**src/hdl/bes_pkg.sv**
```systemverilog
// Shared types and codes for the breakpoint envelope sampler.
// Point record layout, shaping request, controller states, command and register codes.
// No dependencies.
`default_nettype none

package bes_pkg;

  localparam int VALUE_W  = 18;
  localparam int MIN_SPAN = 7;

  typedef logic signed [VALUE_W-1:0] value_t;

  // Resolved interpolation shape
  typedef enum logic [1:0] {
    SHAPE_LINEAR = 2'd0,
    SHAPE_STEP   = 2'd1,
    SHAPE_SMOOTH = 2'd2
  } shape_mode_t;

  // Per-point curve codes
  localparam logic [1:0] CURVE_INHERIT = 2'd0;
  localparam logic [1:0] CURVE_LINEAR  = 2'd1;
  localparam logic [1:0] CURVE_STEP    = 2'd2;
  localparam logic [1:0] CURVE_SMOOTH  = 2'd3;

  // Input commands
  localparam logic CMD_WRITE  = 1'b0;
  localparam logic CMD_SAMPLE = 1'b1;

  // Register indexes
  localparam logic [1:0] REG_POINT_COUNT   = 2'd0;
  localparam logic [1:0] REG_DEFAULT_CURVE = 2'd1;
  localparam logic [1:0] REG_FALLBACK      = 2'd2;

  typedef struct packed {
    value_t     ptime;
    value_t     pvalue;
    logic [1:0] curve;
  } point_t;

  typedef struct packed {
    logic        start;
    shape_mode_t mode;
  } shape_req_t;

  typedef enum logic [2:0] {
    ST_IDLE,
    ST_ONE,
    ST_FIRST,
    ST_SCAN,
    ST_DIV,
    ST_SHAPE,
    ST_OUT
  } state_t;

endpackage

`default_nettype wire

```
**src/hdl/bes_ram.sv**
```systemverilog
// Generic single-port-write, single-port-read RAM with registered read data.
// No dependencies.
`default_nettype none

module bes_ram #(
  parameter int WIDTH = 38,
  parameter int DEPTH = 16
) (
  input  wire logic                     clk,
  input  wire logic                     we,
  input  wire logic [$clog2(DEPTH)-1:0] waddr,
  input  wire logic [WIDTH-1:0]         wdata,
  input  wire logic [$clog2(DEPTH)-1:0] raddr,
  output logic      [WIDTH-1:0]         rdata
);

  logic [WIDTH-1:0] mem [DEPTH];
  logic [WIDTH-1:0] rdata_r;

  always_ff @(posedge clk) begin
    if (we) begin
      mem[waddr] <= wdata;
    end
    rdata_r <= mem[raddr];
  end

  assign rdata = rdata_r;

endmodule

`default_nettype wire

```
**src/hdl/bes_div.sv**
```systemverilog
// Restoring divider for the local segment fraction, one quotient bit per cycle.
// Depends on nothing outside this file.
`default_nettype none

module bes_div #(
  parameter int FRACTION_BITS = 16
) (
  input  wire logic                   clk,
  input  wire logic                   rst_n,
  input  wire logic                   start,
  input  wire logic [17:0]            num,
  input  wire logic [17:0]            den,
  output logic                        done,
  output logic [FRACTION_BITS:0]      quot
);

  localparam int QW   = FRACTION_BITS + 1;
  localparam int CNTW = $clog2(QW);

  logic            busy_r;
  logic            done_r;
  logic [CNTW-1:0] cnt_r;
  logic [17:0]     rem_r;
  logic [17:0]     den_r;
  logic [QW-1:0]   quot_r;

  logic [18:0] trial;
  logic [18:0] diff;
  logic        ge;

  // First step weighs 2^FRACTION_BITS without a shift; later steps double the remainder
  assign trial = (cnt_r == '0) ? {1'b0, rem_r} : {rem_r, 1'b0};
  assign diff  = trial - {1'b0, den_r};
  assign ge    = (trial >= {1'b0, den_r});

  always_ff @(posedge clk) begin
    if (!rst_n) begin
      busy_r <= 1'b0;
      done_r <= 1'b0;
      cnt_r  <= '0;
    end else begin
      done_r <= 1'b0;
      if (start) begin
        busy_r <= 1'b1;
        cnt_r  <= '0;
      end else if (busy_r) begin
        cnt_r <= cnt_r + CNTW'(1);
        if (cnt_r == CNTW'(QW - 1)) begin
          busy_r <= 1'b0;
          done_r <= 1'b1;
        end
      end
    end
  end

  always_ff @(posedge clk) begin
    if (start) begin
      rem_r  <= num;
      den_r  <= den;
      quot_r <= '0;
    end else if (busy_r) begin
      rem_r  <= ge ? diff[17:0] : trial[17:0];
      quot_r <= {quot_r[QW-2:0], ge};
    end
  end

  assign done = done_r;
  assign quot = quot_r;

endmodule

`default_nettype wire

```
**src/hdl/bes_interp.sv**
```systemverilog
// Four-stage shaping and interpolation pipeline: smoothstep, weight select,
// weight times value delta, floor shift and saturation. Uses bes_pkg.
`default_nettype none

module bes_interp #(
  parameter int FRACTION_BITS = 16
) (
  input  wire logic                   clk,
  input  wire logic                   rst_n,
  input  wire bes_pkg::shape_req_t    req,
  input  wire logic [FRACTION_BITS:0] frac,
  input  wire bes_pkg::value_t        lv,
  input  wire bes_pkg::value_t        rv,
  output logic                        done,
  output bes_pkg::value_t             value
);
  import bes_pkg::*;

  localparam int FB = FRACTION_BITS;
  localparam int FW = FB + 1;
  localparam logic [FW-1:0] ONE_W     = {1'b1, {FB{1'b0}}};
  localparam logic [FB+1:0] THREE_ONE = {2'b11, {FB{1'b0}}};
  localparam logic signed [21:0] SUM_MAX = 22'sd131071;
  localparam logic signed [21:0] SUM_MIN = -22'sd131072;

  logic v1_r, v2_r, v3_r, v4_r;

  logic [FW-1:0]      f1_r, sq1_r, w2_r;
  logic [FB+1:0]      k1_r;
  shape_mode_t        mode1_r;
  value_t             lv1_r, lv2_r, lv3_r;
  logic signed [18:0] diff1_r, diff2_r;
  logic signed [FB+20:0] p3_r;
  value_t             value_r;

  logic [2*FB+1:0]       sq_full;
  logic [2*FB+2:0]       sm_full;
  logic [FW-1:0]         w_c;
  logic signed [18:0]    diff_c;
  logic signed [FB+20:0] p_c;
  logic signed [20:0]    q_c;
  logic signed [21:0]    sum_c;
  value_t                sat_c;

  assign sq_full = (2*FB+2)'(frac) * (2*FB+2)'(frac);
  assign diff_c  = {rv[17], rv} - {lv[17], lv};

  assign sm_full = (2*FB+3)'(sq1_r) * (2*FB+3)'(k1_r);

  always_comb begin
    case (mode1_r)
      SHAPE_STEP:   w_c = (f1_r < ONE_W) ? '0 : ONE_W;
      SHAPE_SMOOTH: w_c = sm_full[2*FB:FB];
      default:      w_c = f1_r;
    endcase
  end

  assign p_c   = $signed({1'b0, w2_r}) * diff2_r;
  // Arithmetic shift right by FB is the floor of the division
  assign q_c   = $signed(p3_r[FB+20:FB]);
  assign sum_c = {{4{lv3_r[17]}}, lv3_r} + {q_c[20], q_c};

  always_comb begin
    if (sum_c > SUM_MAX) begin
      sat_c = value_t'(SUM_MAX);
    end else if (sum_c < SUM_MIN) begin
      sat_c = value_t'(SUM_MIN);
    end else begin
      sat_c = sum_c[17:0];
    end
  end

  always_ff @(posedge clk) begin
    if (!rst_n) begin
      v1_r <= 1'b0;
      v2_r <= 1'b0;
      v3_r <= 1'b0;
      v4_r <= 1'b0;
    end else begin
      v1_r <= req.start;
      v2_r <= v1_r;
      v3_r <= v2_r;
      v4_r <= v3_r;
    end
  end

  always_ff @(posedge clk) begin
    f1_r    <= frac;
    sq1_r   <= sq_full[2*FB:FB];
    k1_r    <= THREE_ONE - {frac, 1'b0};
    mode1_r <= req.mode;
    lv1_r   <= lv;
    diff1_r <= diff_c;

    w2_r    <= w_c;
    lv2_r   <= lv1_r;
    diff2_r <= diff1_r;

    p3_r    <= p_c;
    lv3_r   <= lv2_r;

    value_r <= sat_c;
  end

  assign done  = v4_r;
  assign value = value_r;

endmodule

`default_nettype wire

```
**src/hdl/breakpoint_envelope_sampler.sv**
```systemverilog
// Breakpoint envelope sampler top level: configuration registers, point table
// RAM, scan controller and output register. Uses bes_pkg, bes_ram, bes_div, bes_interp.
//
//  Channel  Direction  Handshake               Payload
//  in_      sink       in_valid / in_stall     command, point slot/time/value/curve, sample time
//  out_     source     out_valid / out_stall   envelope_value
//  APB      slave      psel/penable, pready=1  point_count, default_curve, fallback_value
//
// A write item is stored in the RAM at its accept edge. A sample with no points
// goes through ST_OUT to the output register, with one point through ST_ONE and
// ST_OUT. A sample matching a segment passes through a one-read-per-cycle RAM walk,
// the bit-serial divider and the four-stage shaping pipeline.
// Reset clears control state and registers; the table holds no valid bits and is
// defined only where written. A stalled result is held while the next item is accepted.
`default_nettype none

module breakpoint_envelope_sampler #(
  parameter int MAX_POINTS    = 16,
  parameter int FRACTION_BITS = 16
) (
  input  wire logic            clk,
  input  wire logic            rst_n,

  input  wire logic            in_valid,
  output logic                 in_stall,
  input  wire logic            in_command,
  input  wire logic [3:0]      in_point_index,
  input  wire bes_pkg::value_t in_point_time,
  input  wire bes_pkg::value_t in_point_value,
  input  wire logic [1:0]      in_point_curve,
  input  wire bes_pkg::value_t in_sample_time,

  output logic                 out_valid,
  input  wire logic            out_stall,
  output bes_pkg::value_t      out_envelope_value,

  input  wire logic            psel,
  input  wire logic            penable,
  input  wire logic            pwrite,
  input  wire logic [3:0]      paddr,
  input  wire logic [31:0]     pwdata,
  output logic [31:0]          prdata,
  output logic                 pready
);
  import bes_pkg::*;

  localparam int AW    = $clog2(MAX_POINTS);
  localparam int CW    = AW + 1;
  localparam int FW    = FRACTION_BITS + 1;
  localparam int ONE_Q = 1 << FRACTION_BITS;
  // Upper time clamp only bites when 1.0 fits the 18-bit time field
  localparam int T_MAX = (FRACTION_BITS < 17) ? ONE_Q : 131071;
  localparam value_t T_LIM = value_t'(T_MAX);

  // ---------------------------------------------------------------------------
  // Configuration registers
  // ---------------------------------------------------------------------------
  logic [4:0] point_count_r;
  logic [1:0] default_curve_r;
  value_t     fallback_r;
  logic       cfg_wr;

  assign pready = 1'b1;
  assign cfg_wr = psel && penable && pwrite && pready;

  always_ff @(posedge clk) begin
    if (!rst_n) begin
      point_count_r   <= '0;
      default_curve_r <= '0;
      fallback_r      <= '0;
    end else if (cfg_wr) begin
      unique case (paddr[3:2])
        REG_POINT_COUNT:   point_count_r   <= pwdata[4:0];
        REG_DEFAULT_CURVE: default_curve_r <= pwdata[1:0];
        REG_FALLBACK:      fallback_r      <= pwdata[17:0];
        default: ;  // unmapped address: drop the write
      endcase
    end
  end

  always_comb begin
    unique case (paddr[3:2])
      REG_POINT_COUNT:   prdata = {27'b0, point_count_r};
      REG_DEFAULT_CURVE: prdata = {30'b0, default_curve_r};
      REG_FALLBACK:      prdata = {{14{fallback_r[17]}}, fallback_r};
      default:           prdata = '0;
    endcase
  end

  // Effective point count: anything above the table depth acts as the full table
  logic [CW-1:0] n_c;
  assign n_c = (32'(point_count_r) > MAX_POINTS) ? CW'(MAX_POINTS) : CW'(point_count_r);

  // ---------------------------------------------------------------------------
  // Point table
  // ---------------------------------------------------------------------------
  state_t        state_r, state_nxt;
  logic          in_acc;
  logic          slot_ok;
  logic          ram_we;
  logic [AW-1:0] ram_raddr;
  logic [$bits(point_t)-1:0] ram_rdata;
  point_t        wr_pt;
  point_t        rd_pt;

  assign in_stall = (state_r != ST_IDLE);
  assign in_acc   = in_valid && !in_stall;
  // Writes to a slot beyond the table are ignored
  assign slot_ok  = (32'(in_point_index) < MAX_POINTS);
  assign ram_we   = in_acc && (in_command == CMD_WRITE) && slot_ok;
  assign wr_pt    = '{ptime: in_point_time, pvalue: in_point_value, curve: in_point_curve};
  assign rd_pt    = point_t'(ram_rdata);

  bes_ram #(
    .WIDTH($bits(point_t)),
    .DEPTH(MAX_POINTS)
  ) u_ram (
    .clk  (clk),
    .we   (ram_we),
    .waddr(AW'(in_point_index)),
    .wdata(wr_pt),
    .raddr(ram_raddr),
    .rdata(ram_rdata)
  );

  // ---------------------------------------------------------------------------
  // Scan datapath
  // ---------------------------------------------------------------------------
  logic [CW-1:0] cnt_r, cnt_nxt;
  value_t        t_r, t_nxt;
  point_t        prev_r, prev_nxt;
  value_t        lv_r, lv_nxt;
  value_t        rv_r, rv_nxt;
  shape_mode_t   mode_r, mode_nxt;
  value_t        result_r, result_nxt;
  logic          out_valid_r, out_valid_nxt;
  value_t        out_value_r, out_value_nxt;

  value_t        t_clamp;
  logic          hit;
  logic [18:0]   d_full;
  logic [18:0]   span_full;
  logic [17:0]   span_c;
  shape_mode_t   mode_c;

  always_comb begin
    if (in_sample_time < 0) begin
      t_clamp = '0;
    end else if (in_sample_time > T_LIM) begin
      t_clamp = T_LIM;
    end else begin
      t_clamp = in_sample_time;
    end
  end

  // rd_pt is the right-hand point of the segment under test in ST_SCAN
  assign hit       = (t_r >= prev_r.ptime) && (t_r <= rd_pt.ptime);
  assign d_full    = {t_r[17], t_r} - {prev_r.ptime[17], prev_r.ptime};
  assign span_full = {rd_pt.ptime[17], rd_pt.ptime} - {prev_r.ptime[17], prev_r.ptime};
  // Floor short segments at the minimum span
  assign span_c    = (span_full[17:0] < 18'(MIN_SPAN)) ? 18'(MIN_SPAN) : span_full[17:0];

  // Curve of the right-hand point; inherit falls back to the default register
  always_comb begin
    case (rd_pt.curve)
      CURVE_INHERIT: begin
        case (default_curve_r)
          SHAPE_STEP:   mode_c = SHAPE_STEP;
          SHAPE_SMOOTH: mode_c = SHAPE_SMOOTH;
          default:      mode_c = SHAPE_LINEAR;
        endcase
      end
      CURVE_STEP:   mode_c = SHAPE_STEP;
      CURVE_SMOOTH: mode_c = SHAPE_SMOOTH;
      default:      mode_c = SHAPE_LINEAR;
    endcase
  end

  // ---------------------------------------------------------------------------
  // Divider and shaping pipeline
  // ---------------------------------------------------------------------------
  logic          div_start;
  logic          div_done;
  logic [FW-1:0] div_quot;
  logic [FW-1:0] f_c;
  shape_req_t    shp_req;
  logic          shp_done;
  value_t        shp_value;

  assign div_start = (state_r == ST_SCAN) && hit;

  bes_div #(
    .FRACTION_BITS(FRACTION_BITS)
  ) u_div (
    .clk  (clk),
    .rst_n(rst_n),
    .start(div_start),
    .num  (d_full[17:0]),
    .den  (span_c),
    .done (div_done),
    .quot (div_quot)
  );

  // Clamp the local fraction to 1.0
  assign f_c = (div_quot > FW'(ONE_Q)) ? FW'(ONE_Q) : div_quot;

  assign shp_req.start = (state_r == ST_DIV) && div_done;
  assign shp_req.mode  = mode_r;

  bes_interp #(
    .FRACTION_BITS(FRACTION_BITS)
  ) u_interp (
    .clk  (clk),
    .rst_n(rst_n),
    .req  (shp_req),
    .frac (f_c),
    .lv   (lv_r),
    .rv   (rv_r),
    .done (shp_done),
    .value(shp_value)
  );

  // ---------------------------------------------------------------------------
  // Controller
  // ---------------------------------------------------------------------------
  always_ff @(posedge clk) begin
    if (!rst_n) begin
      state_r     <= ST_IDLE;
      cnt_r       <= '0;
      out_valid_r <= 1'b0;
    end else begin
      state_r     <= state_nxt;
      cnt_r       <= cnt_nxt;
      out_valid_r <= out_valid_nxt;
    end
  end

  always_ff @(posedge clk) begin
    t_r         <= t_nxt;
    prev_r      <= prev_nxt;
    lv_r        <= lv_nxt;
    rv_r        <= rv_nxt;
    mode_r      <= mode_nxt;
    result_r    <= result_nxt;
    out_value_r <= out_value_nxt;
  end

  always_comb begin
    state_nxt     = state_r;
    cnt_nxt       = cnt_r;
    t_nxt         = t_r;
    prev_nxt      = prev_r;
    lv_nxt        = lv_r;
    rv_nxt        = rv_r;
    mode_nxt      = mode_r;
    result_nxt    = result_r;
    ram_raddr     = '0;
    // Drop the held result once it has been taken
    out_valid_nxt = out_valid_r && out_stall;
    out_value_nxt = out_value_r;

    unique case (state_r)
      ST_IDLE: begin
        // Read address 0 is presented here so a sample finds point 0 next cycle
        if (in_acc && (in_command == CMD_SAMPLE)) begin
          if (n_c == '0) begin
            result_nxt = fallback_r;
            state_nxt  = ST_OUT;
          end else if (n_c == CW'(1)) begin
            state_nxt = ST_ONE;
          end else begin
            t_nxt     = t_clamp;
            state_nxt = ST_FIRST;
          end
        end
      end
      ST_ONE: begin
        result_nxt = rd_pt.pvalue;
        state_nxt  = ST_OUT;
      end
      ST_FIRST: begin
        // Hold point 0 as the left end, fetch point 1
        prev_nxt  = rd_pt;
        cnt_nxt   = CW'(1);
        ram_raddr = AW'(1);
        state_nxt = ST_SCAN;
      end
      ST_SCAN: begin
        // Prefetch the next point while the current segment is tested
        ram_raddr = cnt_r[AW-1:0] + AW'(1);
        if (hit) begin
          lv_nxt    = prev_r.pvalue;
          rv_nxt    = rd_pt.pvalue;
          mode_nxt  = mode_c;
          state_nxt = ST_DIV;
        end else if (cnt_r == n_c - CW'(1)) begin
          // No segment brackets the time: give the last point's value
          result_nxt = rd_pt.pvalue;
          state_nxt  = ST_OUT;
        end else begin
          prev_nxt = rd_pt;
          cnt_nxt  = cnt_r + CW'(1);
        end
      end
      ST_DIV: begin
        if (div_done) begin
          state_nxt = ST_SHAPE;
        end
      end
      ST_SHAPE: begin
        if (shp_done) begin
          result_nxt = shp_value;
          state_nxt  = ST_OUT;
        end
      end
      ST_OUT: begin
        // Advance into the output register once it is free or being taken
        if (!out_valid_r || !out_stall) begin
          out_valid_nxt = 1'b1;
          out_value_nxt = result_r;
          state_nxt     = ST_IDLE;
        end
      end
      default: begin
        state_nxt = ST_IDLE;
      end
    endcase
  end

  assign out_valid          = out_valid_r;
  assign out_envelope_value = out_value_r;

`ifndef SYNTHESIS
  // Table writes happen only between samples, so no read can overlap them
  a_write_idle: assert property (@(posedge clk) disable iff (!rst_n)
    ram_we |-> (state_r == ST_IDLE))
    else $error("point table written while a sample is in flight");

  a_div_done_state: assert property (@(posedge clk) disable iff (!rst_n)
    div_done |-> (state_r == ST_DIV))
    else $error("divider finished outside the divide wait");

  a_shape_done_state: assert property (@(posedge clk) disable iff (!rst_n)
    shp_done |-> (state_r == ST_SHAPE))
    else $error("shaping pipeline finished outside the shaping wait");

  a_frac_range: assert property (@(posedge clk) disable iff (!rst_n)
    div_done |-> (div_quot <= FW'(ONE_Q)))
    else $error("segment fraction above 1.0");

  a_scan_bound: assert property (@(posedge clk) disable iff (!rst_n)
    (state_r == ST_SCAN) |-> (cnt_r < n_c))
    else $error("scan index ran past the point count");
`endif

endmodule

`default_nettype wire
```
**config.mk**
```make
export PLATFORM = sky130hd
export DESIGN_NAME = breakpoint_envelope_sampler
export DESIGN_NICKNAME = d
export VERILOG_FILES = /design/src/hdl/bes_pkg.sv /design/src/hdl/bes_ram.sv /design/src/hdl/bes_div.sv /design/src/hdl/bes_interp.sv /design/src/hdl/breakpoint_envelope_sampler.sv
export SDC_FILE = /design/constraint.sdc
export NUM_CORES = 2
export LEC_CHECK = 0
export BUFFER_PORTS_ARGS = -buffer_cell sky130_fd_sc_hd__buf_4
export CAP_MARGIN = 10
export CORE_MARGIN = 4
export CORE_UTILIZATION = 58
export CTS_CLUSTER_DIAMETER = 60
export DETAILED_ROUTE_END_ITERATION = 8
export PLACE_DENSITY = 0.89
export SKIP_LAST_GASP = 1
export SLEW_MARGIN = 40
export SYNTH_ARGS = -nofsm -noshare
export SYNTH_HDL_FRONTEND = slang
export SYNTH_SLANG_ARGS = --single-unit
export TNS_END_PERCENT = 1
```
**constraint.sdc**
```tcl
create_clock -name clk -period 6.6 [get_ports clk]
set_clock_uncertainty 0.15 [all_clocks]
set_input_delay 0.66 -clock clk [delete_from_list [all_inputs] [get_ports clk]]
set_output_delay 0.66 -clock clk [all_outputs]
set_load 0.01 [all_outputs]
```
==> flow_summary.yaml <==
place:
  io_buffers: 139
  gp_congestion: 0.921
  post-dp-hpwl_mm: 122
  placed_cell_area_um2: 74100
die:
  io_pins: 157
  row_count: 127
  die_area_um2: 126000
  initial_core_util: 0.584
  dieHeight_um: 355
  die_w_um: 355
  core_um2: 120000
final_layout:
  drive_above_1_share: 0.135
  finalInstanceArea_um2: 78100
  layout_common_cells: "inv_1, edfxtp_1, fa_1"
  fillCellCount: 7847
  utilization: 0.652
  area_delta_synth_final_pct: 11.6
  nNetsFinal: 7380
  final_common_cell: "inv_1"
sta:
  rsz0062_at_grt: "yes"
  worstMarginPinSlew_ps: 893
  setup_viol: 1
  report.final.slew_viol_count: 0
  finalHoldViolations: 0
  final.min_clock_period_ps: 6610
  timing.final.ws_setup_ps: -8.83
  post-route-period-util: 1.00
  fmax_ghz: 0.151
  max_slew_margin: 0.404
yosys:
  synth_ff_type: "edfxtp_1"
  synth.ff_latch_count: 1072
  syn_area_per_cell_um2: 11.9
  ys_types: 75
  syn_inst: 5865
  ys_async_sr_fraction: 0
  syn_area_um2: 70000
  synth_edf_count: 772
  yosysSeqAreaShare: 0.417
  yosysWarnings: 0
global_route:
  grt_pass1_wl_mm: 285
  grtUsageMet2: 0.495
  met3_usage: 0.0593
  grt.total_usage: 0.293
  grt_pass1_vias: 50476
  use_met1: 0.352
  grt_max_degree: 153
  antenna_found_initial: 19
  overflow: 0
  globalRoute.busiestLayer: "met2"
clocking:
  clk_transition_reported_paths_ps: 70
  cts_max_path_buffers: 3
  htree_levels: 3
  cts_root_buf: "clkbuf_16"
  clkLatencyLatePin_ps: 690
  cts_tree: "yes"
  cts.sinks: 1072
  cts_buffers: 102
  hold_buffers: 0
setup_path:
  start_kind: "flop"
  path_class: "flop to flop"
  worstSetupEndpointType: "flop"
  cp.arrival_ps: 7050
  required_ps: 7040
  cp_max_fo: 7
route:
  wl_mm: 182
  drt-vias-per-instance: 6.01
  drt_first_pass_iters: 9
  drc: 0
  ant_nets: 0
  wire_per_inst_um: 23.2
  first_iter_violations: 5270
  num_vias: 47165
run_status:
  violations: "setup timing"
  status: "complete, but fails checks"
flow_run:
  cap_viol_max_count: 0
hold_path:
  hp-class: "primary input to flop"
-- through the flow --
stage | worst slack (ps) | hold WS, ps | cells | TNS, ps
2_1_floorplan | 39.5 | 160 | 5888 | 0
3_3_place_gp | -36.4 | 161 | 7632 | -68.3
3_5_place_dp | -230 | 162 | 7632 | -662
4_1_cts | -65.9 | 39.8 | 7825 | -152
5_1_grt | -180 | 79.6 | 7843 | -1360
6_report | -8.83 | 77.4 | 7849 | -8.83
-- state kept, by name, indices dropped and copies added (netlist names), 18 cells and up --
register            flops
u_ram.mem             608
u_ram.rdata            38
prev_r                 36
u_interp.p3_r          21
u_interp.diff1_r       19
u_interp.diff2_r       19
fallback_r             18
lv_r                   18
out_envelope_value     18
result_r               18
rv_r                   18
t_r                    18
u_div.den_r            18
u_div.rem_r            18
u_interp.lv1_r         18
u_interp.lv2_r         18
u_interp.lv3_r         18
u_interp.value         18
-- worst paths after layout --
| path | startpoint | end | slack (ps) | cells past startpoint |
|---|---|---|---|---|
| worst max register to register | u_div.quot[16] | u_interp.sq1_r[16] | -9 | 24 |
| worst min-delay path | pwdata[15] | fallback_r[15] | 80 | 3 |
| worst max-delay path | u_div.quot[16] | u_interp.sq1_r[16] | -9 | 24 |
| worst min register to register | u_interp.lv2_r[0] | u_interp.lv3_r[0] | 180 | 0 |
-- routing by layer --
layer  vias up  wire, um
met3       810     18900
li1      19895         -
met4         4     12000
met1     23356     62000
met2      3100     89500
met5         -        28
-- critical path, cell delays in order (launching register included) --
cell and delay (ps):
dfxtp_4 400, buf_6 140, buf_4 130, buf_4 130, nor2b_1 150, buf_4 160
nand2_1 80, fa_1 530, inv_1 80, fa_1 490, fa_1 570, fa_1 440
fa_1 490, inv_1 50, fa_1 470, inv_1 50, ha_1 300, nand4_1 110
or2_2 340, or3_4 430, a31oi_4 220, o31a_1 230, buf_4 140, o41ai_4 60
xnor2_1 210
-- logic make-up (layout without fill, tap and decap cells) --
logic type	Yosys count	after routing	synth area share
buf+inv	1248	1582	0.0678
other cells	2	40	0.000107
xor+xnor	172	172	0.0215
flops	1072	1072	0.417
compound gates	609	609	0.0557
fa+ha+maj	1143	1143	0.284
simple gates	1407	1407	0.0961
mux	212	212	0.0579
-- synth_stat cells (20+ instances only) --
cell / number / area [um2]
a21o_1: 50 / 375
o21ai_0: 93 / 465
ha_1: 405 / 5070
edfxtp_1: 772 / 23200
nor2b_1: 41 / 257
xnor2_1: 111 / 972
dfxtp_1: 300 / 6010
nor3_1: 45 / 225
clkbuf_1: 205 / 769
xor2_1: 61 / 534
mux2_2: 21 / 236
fa_1: 738 / 14800
nand3_1: 46 / 230
a31oi_1: 49 / 307
a21oi_1: 180 / 901
mux4_2: 152 / 3420
o22ai_1: 38 / 238
and2_1: 351 / 2200
inv_1: 1004 / 3770
and3_1: 20 / 125
nand2_1: 662 / 2480
nor2_1: 145 / 544
a211oi_1: 64 / 480
mux2i_1: 39 / 390
-- cell type report --
type                    count  area [um2]  area share
multi-input cells        3568       36500       0.467
flip-flops and latches   1072       29200       0.374
inverters                1005        3770      0.0483
repair buffers            384        2970      0.0380
clock buffers             139        2920      0.0374
well taps                1612        2020      0.0258
clock inverters            54         662     0.00848
diodes                     15        37.5    0.000481
-- timing repair --
action | CTS | global route
endpoints found under the setup margin | 10 | 31
buffers inserted | 0 | 8
gates resized for setup | 9 | 68
pin swaps | 0 | 22
Power is left out: the tool's default activity adds up to more than one toggle a clock period on the data nets, which glitch-free logic cannot reach.
